--- src/sfr_pkg.sv ---
// Shared constants and types for the setpoint frame receiver.
// Used by sfr_parser, sfr_out_reg and setpoint_frame_receiver_unit.
`timescale 1ns / 1ps
`default_nettype none
package sfr_pkg;

  localparam int unsigned FRAME_LEN   = 17;
  localparam int unsigned PAYLOAD_LEN = 14;
  localparam int unsigned POS_W       = 5;
  localparam int unsigned IDX_W       = 4;

  localparam logic [7:0] SYNC_FIRST  = 8'hAB;
  localparam logic [7:0] SYNC_SECOND = 8'hCD;

  // Frame status codes
  localparam logic STATUS_OK      = 1'b0;
  localparam logic STATUS_BAD_SUM = 1'b1;

  typedef logic [POS_W-1:0] pos_t;

  // One decoded result word
  typedef struct packed {
    logic               status;
    logic signed [15:0] surge_setpoint;
    logic signed [15:0] sway_setpoint;
    logic signed [15:0] yaw_setpoint;
    logic signed [15:0] heave_setpoint;
    logic [7:0]         switch_one;
    logic [7:0]         switch_two;
    logic [7:0]         option_one;
    logic [7:0]         option_two;
    logic [7:0]         option_three;
    logic [7:0]         option_four;
  } sfr_result_t;

endpackage
`default_nettype wire

--- src/sfr_parser.sv ---
// Frame hunter: sync detect, byte position, running sum and payload store.
// Depends on sfr_pkg.
`timescale 1ns / 1ps
`default_nettype none
module sfr_parser (
  input  wire logic                clk,
  input  wire logic                rst_n,
  input  wire logic                take,
  input  wire logic [7:0]          rx_byte,
  output logic                     at_check,
  output logic                     res_fire,
  output sfr_pkg::sfr_result_t     res
);
  import sfr_pkg::*;

  localparam pos_t LAST_POS  = pos_t'(FRAME_LEN - 1);
  localparam pos_t FRAME_POS = pos_t'(FRAME_LEN);

  pos_t       pos_r, pos_nxt, pos_eff, pos_m2;
  logic [7:0] sum_r, sum_nxt;
  logic [7:0] store_r [PAYLOAD_LEN];
  logic       store_we;

  // out-of-range position falls back to hunting
  assign pos_eff  = (pos_r >= FRAME_POS) ? '0 : pos_r;
  assign pos_m2   = pos_eff - pos_t'(2);
  assign at_check = (pos_eff == LAST_POS);
  assign store_we = take && (pos_eff >= pos_t'(2)) && (pos_eff < LAST_POS);

  // next state and result
  always_comb begin
    pos_nxt  = pos_r;
    sum_nxt  = sum_r;
    res_fire = 1'b0;
    res      = '0;
    if (take) begin
      if (pos_eff == pos_t'(0)) begin
        if (rx_byte == SYNC_FIRST) begin
          sum_nxt = rx_byte;
          pos_nxt = pos_t'(1);
        end else begin
          pos_nxt = '0;
        end
      end else if (pos_eff == pos_t'(1)) begin
        if (rx_byte == SYNC_SECOND) begin
          sum_nxt = sum_r + rx_byte;
          pos_nxt = pos_t'(2);
        end else begin
          pos_nxt = '0;
        end
      end else if (pos_eff < LAST_POS) begin
        sum_nxt = sum_r + rx_byte;
        pos_nxt = pos_eff + pos_t'(1);
      end else begin
        // checksum byte closes the frame
        pos_nxt  = '0;
        sum_nxt  = '0;
        res_fire = 1'b1;
        if (sum_r != rx_byte) begin
          res.status = STATUS_BAD_SUM;
        end else begin
          res.status         = STATUS_OK;
          res.surge_setpoint = $signed({store_r[0], store_r[1]});
          res.sway_setpoint  = $signed({store_r[2], store_r[3]});
          res.yaw_setpoint   = $signed({store_r[4], store_r[5]});
          res.heave_setpoint = $signed({store_r[6], store_r[7]});
          res.switch_one     = store_r[8];
          res.switch_two     = store_r[9];
          res.option_one     = store_r[10];
          res.option_two     = store_r[11];
          res.option_three   = store_r[12];
          res.option_four    = store_r[13];
        end
      end
    end
  end

  // control state
  always_ff @(posedge clk) begin
    if (!rst_n) begin
      pos_r <= '0;
      sum_r <= '0;
    end else begin
      pos_r <= pos_nxt;
      sum_r <= sum_nxt;
    end
  end

  // payload bytes, frame bytes 2..15
  always_ff @(posedge clk) begin
    if (store_we) begin
      store_r[pos_m2[IDX_W-1:0]] <= rx_byte;
    end
  end

endmodule
`default_nettype wire

--- src/sfr_out_reg.sv ---
// Result register holding one decoded word until the sink takes it.
// Depends on sfr_pkg.
`timescale 1ns / 1ps
`default_nettype none
module sfr_out_reg (
  input  wire logic                 clk,
  input  wire logic                 rst_n,
  input  wire logic                 load,
  input  wire sfr_pkg::sfr_result_t load_data,
  input  wire logic                 out_stall,
  output logic                      out_valid,
  output sfr_pkg::sfr_result_t      out_data
);
  import sfr_pkg::*;

  logic        valid_r;
  sfr_result_t data_r;

  // valid flag: set on load, cleared when the sink takes the word
  always_ff @(posedge clk) begin
    if (!rst_n) begin
      valid_r <= 1'b0;
    end else if (load) begin
      valid_r <= 1'b1;
    end else if (valid_r && !out_stall) begin
      valid_r <= 1'b0;
    end
  end

  always_ff @(posedge clk) begin
    if (load) begin
      data_r <= load_data;
    end
  end

  assign out_valid = valid_r;
  assign out_data  = data_r;

endmodule
`default_nettype wire

--- src/setpoint_frame_receiver_unit.sv ---
// Top level of the setpoint frame receiver.
// Depends on sfr_pkg, sfr_parser and sfr_out_reg.
`timescale 1ns / 1ps
`default_nettype none
// Takes one received byte per cycle and hunts for 17-byte frames opened by
// 0xAB 0xCD and closed by an 8-bit sum of the first 16 bytes. Each byte is
// handled by the position/sum logic; the checksum byte produces one result
// word in the output register on the next edge (status 0 with the four
// big-endian setpoints and six raw bytes, or status 1 with all
// other fields zero). Input is stalled only when a checksum byte arrives
// while the previous result is still held and stalled; otherwise a byte is
// accepted every cycle.
module setpoint_frame_receiver_unit (
  input  wire logic               clk,
  input  wire logic               rst_n,
  input  wire logic               in_valid,
  output logic                    in_stall,
  input  wire logic [7:0]         in_rx_byte,
  output logic                    out_valid,
  input  wire logic               out_stall,
  output logic                    out_status,
  output logic signed [15:0]      out_surge_setpoint,
  output logic signed [15:0]      out_sway_setpoint,
  output logic signed [15:0]      out_yaw_setpoint,
  output logic signed [15:0]      out_heave_setpoint,
  output logic [7:0]              out_switch_one,
  output logic [7:0]              out_switch_two,
  output logic [7:0]              out_option_one,
  output logic [7:0]              out_option_two,
  output logic [7:0]              out_option_three,
  output logic [7:0]              out_option_four
);
  import sfr_pkg::*;

  logic        take;
  logic        at_check;
  logic        res_fire;
  sfr_result_t res;
  sfr_result_t out_data;

  // hold back only a checksum byte that has nowhere to go
  assign in_stall = at_check && out_valid && out_stall;
  assign take     = in_valid && !in_stall;

  sfr_parser u_parser (
    .clk      (clk),
    .rst_n    (rst_n),
    .take     (take),
    .rx_byte  (in_rx_byte),
    .at_check (at_check),
    .res_fire (res_fire),
    .res      (res)
  );

  sfr_out_reg u_out_reg (
    .clk       (clk),
    .rst_n     (rst_n),
    .load      (res_fire),
    .load_data (res),
    .out_stall (out_stall),
    .out_valid (out_valid),
    .out_data  (out_data)
  );

  assign out_status         = out_data.status;
  assign out_surge_setpoint = out_data.surge_setpoint;
  assign out_sway_setpoint  = out_data.sway_setpoint;
  assign out_yaw_setpoint   = out_data.yaw_setpoint;
  assign out_heave_setpoint = out_data.heave_setpoint;
  assign out_switch_one     = out_data.switch_one;
  assign out_switch_two     = out_data.switch_two;
  assign out_option_one     = out_data.option_one;
  assign out_option_two     = out_data.option_two;
  assign out_option_three   = out_data.option_three;
  assign out_option_four    = out_data.option_four;

endmodule
`default_nettype wire

--- config.mk ---
export PLATFORM = sky130hd
export DESIGN_NAME = setpoint_frame_receiver_unit
export DESIGN_NICKNAME = d
export VERILOG_FILES = /design/src/sfr_pkg.sv /design/src/sfr_parser.sv /design/src/sfr_out_reg.sv /design/src/setpoint_frame_receiver_unit.sv
export SDC_FILE = /design/constraint.sdc
export NUM_CORES = 1
export LEC_CHECK = 0
export BUFFER_PORTS_ARGS = -buffer_cell sky130_fd_sc_hd__clkbuf_2
export CORE_AREA = 2 2 153 155
export CTS_CLUSTER_SIZE = 16
export DETAILED_ROUTE_END_ITERATION = 16
export DIE_AREA = 0 0 155 157
export PLACE_DENSITY = 0.68
export SKIP_LAST_GASP = 1
export SLEW_MARGIN = 20
export SYNTH_ARGS = -nofsm -noshare
export SYNTH_HDL_FRONTEND = slang
export SYNTH_SLANG_ARGS = --single-unit
--- constraint.sdc ---
create_clock -name clk -period 5.1 [get_ports clk]
set_input_delay 0.51 -clock clk [delete_from_list [all_inputs] [get_ports clk]]
set_output_delay 0.51 -clock clk [all_outputs]
set_load 0.01 [all_outputs]
==> summary.md <==
| Metric | Value |
|---|---|
| Status | completed |
| Initial antenna violation count | 0 |
| Vias | approximately 4700 |
| Ys flop type | edfxtp_1 |
| CTS Root Cell | clkbuf_16 |
| Syn-to-layout area delta | 18.74% |
| R2r setup slk | 1.93 ns |
| Crit share post-route | 0.6213 |
| Total GRT Usage | 0.1451 |
| Layout cells sized above 1 | 0.2489 |
| Worst clock skew | between 0.006 and 0.007 ns |
| FFs w/ async S/R, synth | 0 |
| Layer with the highest usage | met2 |
| Ant. Diodes | 0 |
| Drt wl/cell | 18.14 um |
| Sequential area share after synthesis | 0.7897 |
| Peak supply drop | around 0.23 mV |
| Max Fclk | around 320 MHz |
| Commonest non-fill, non-tap cell in the layout | edfxtp_1 |
| RSZ-0062 raised after global routing | no |
| NumNets Final | just under 700 |
| Worst setup margin | between 1.5 and 2 ns |
| Final worst path period need | about 3.2 ns |
| Mapped Area | roughly 8900 um^2 |
| Die ar. | 24340 um^2 |
| Placeable Area | roughly 23000 um^2 |
| Grt met2 use | 0.2430 |
| Crit Path Category | reg2reg |
| Fillers | approximately 1900 |
| Yosys reg bits | between 200 and 250 |
| Htree depth | 1 |
| Max-slew violations | 0 |
| Final WL | 17.56 mm |
| Setup-failing EPs final | 0 |
| Yosys cell types | between 50 and 60 |
| Syn avg cell area | 16.85 um^2 |
| Initial core utilization | 0.3960 |
| Final ANT Viol Nets | 0 |
| CTS tree | yes |
| DRC errors left | 0 |
| Grt met3 use | 0.03221 |
| Worst-path fanout max | 85 |
| First-pass GRT wire length | approximately 27 mm |
| Hold WC Path Type | in2reg |
| Total iterations of the first detailed-routing run | 4 |
| Die width | between 150 and 200 um |
| Arrival @ worst endpoint | approximately 3.3 ns |
| Die height | around 160 um |
| Met1 usage | 0.1900 |
| Post CTS Setup Buffer Count | 0 |
| Overflow after GRT | 0 |
| CTS Buf Count | 24 |
| Critical path capture point type | register |
| DP Worst Slack | between 1.5 and 2 ns |
| Syn nets | 556 |
| GPL Wtd Cong | between 0.8 and 0.9 |
| DP Wirelength | 10.75 mm |
| IO Count | 127 |
| Startpoint class of the critical path | register |
| Slew @ Worst Pin | between 1 and 1.5 ns |
| Vias per cell | between 4 and 5 |
| Setup TNS | 0 ns |
| Port Buffer Count | about 130 |
| Final Hold Violating Endpoints | 0 |
| Max-Cap Viols | 0 |
| Mapped Cells | 529 |
| Cts hold-fix bufs | 0 |
| EDFF count, synth | roughly 230 |
| Clock tree buffer depth | 3 |
| Site row count | 55 |
| TritonCTS Sinks | 239 |
| Clock-pin slew on the worst setup and hold paths | 0.06 ns |
| PwrDens | roughly 360 nW/um^2 |
| Largest net degree at the start of global routing | 86 |
| Yosys warnings | 0 |
| Most frequent cells in the layout | edfxtp_1 (225), clkbuf_2 (126), and2_1 (114), clkbuf_16 (25), nand2_1 (23) |
| Rel. slew slack | 0.2921 |
| Lkg Pwr | approximately 3.5 nW |
| Vias in the first global route | around 4600 |
| Post_cts resized | 0 |
| CP required | around 5.3 ns |
| DRT iter0 DRCs | ~320 |
| Clk_lat worst skew | between 0.5 and 0.6 ns |
-- cell type report --
| class | instances | area, um^2 | share of cell area |
|---|---|---|---|
| multi-input cells | 263 | 1773 | 0.1676 |
| clock buffers | 30 | 644.4 | 0.06090 |
| inverters | 11 | 43.79 | 0.004139 |
| flip-flops and latches | 239 | 7037 | 0.6650 |
| well taps | 285 | 356.6 | 0.03370 |
| repair buffers | 129 | 653.1 | 0.06172 |
| clock inverters | 11 | 73.82 | 0.006976 |
-- cells in the mapped netlist, drive strengths merged (2+ instances only) --
library cell  number  area, um^2
ha                14       175.2
edfxtp           225        6756
nand2             23       86.33
nor3               4       20.02
mux2               4       45.04
xnor2              3       26.28
buf                3       17.52
o211ai             4       30.03
a22oi              2       15.01
a31oi              4       25.02
and2             114       713.2
a311oi             2       17.52
a21oi              7       35.03
and3               2       12.51
a211oi             5       37.54
clkbuf            13       57.55
o21bai             2       15.01
nand2b             3       18.77
nand3              6       30.03
dfxtp             14       280.3
mux2i              6       60.06
inv               11       41.29
o21ai             10       50.04
nor2b              3       18.77
nor2              21       81.33
nor4               3       40.04
nor3b              2       15.01
-- sequential cells by signal, summed over array words and instances (netlist names) --
register,count
out_option_one,8
u_parser.store_r,112
out_switch_one,8
out_option_four,8
out_option_three,8
u_out_reg.out_data,1
out_sway_setpoint,16
out_yaw_setpoint,16
u_out_reg.out_valid,1
u_parser.sum_r,8
out_surge_setpoint,16
out_switch_two,8
u_parser.pos_r,5
out_option_two,8
out_heave_setpoint,16
-- worst max-delay path, stage by stage (launching register included) --
cell and delay [ns]:
dfxtp_1 0.38, nand2b_1 0.25, ha_1 0.35, nand2_1 0.20, o211ai_1 0.27, inv_4 0.83
buf_4 0.52
-- final timing paths --
path                           from                    to  depth (start not counted)
setup / recovery  u_parser.pos_r[4]  out_yaw_setpoint[14]                          6
hold / removal            out_stall   u_out_reg.out_valid                          3
setup reg to reg  u_parser.pos_r[4]  out_yaw_setpoint[14]                          6
hold reg to reg   u_parser.sum_r[6]     u_parser.sum_r[6]                          2
-- power breakdown --
| part | switching, mW | internal, mW |
|---|---|---|
| registers | 0.00284 | 2.13 |
| logic | 0.0635 | 0.0293 |
| clock network | 0.679 | 0.936 |
-- layer usage --
layer / wire length (um) / share of wire
met5: 0 / 0
met4: 435 / 0.025
met3: 1216 / 0.069
met2: 8499 / 0.48
met1: 7405 / 0.42
-- through the flow --
stage	std cells	utilization	hold WS (ns)	total power, mW	area, um^2
floorplan	529	-	0.4358	2.225	8911
global placement	927	0.4379	0.4514	2.267	9853
detailed placement	927	0.4379	0.4616	2.269	9853
CTS	968	0.4698	0.3258	3.883	10570
global route	968	0.4702	0.3436	3.963	10580
finish	968	0.4702	0.3523	3.842	10580
-- logic make-up (layout without fill, tap and decap cells) --
logic type                 count (synthesis)  count (layout)  share of synthesized area
AOI/OAI and AO/OA                         44              44                    0.03510
xor gates and xnor gates                   4               4                   0.003932
adders and majority gates                 15              15                    0.02190
buffers and inverters                     27             181                    0.01306
DFF                                      239             239                     0.7897
muxes                                     10              10                    0.01179
and+or+nand+nor                          190             190                     0.1245
Power figures use the tool's default switching activity.
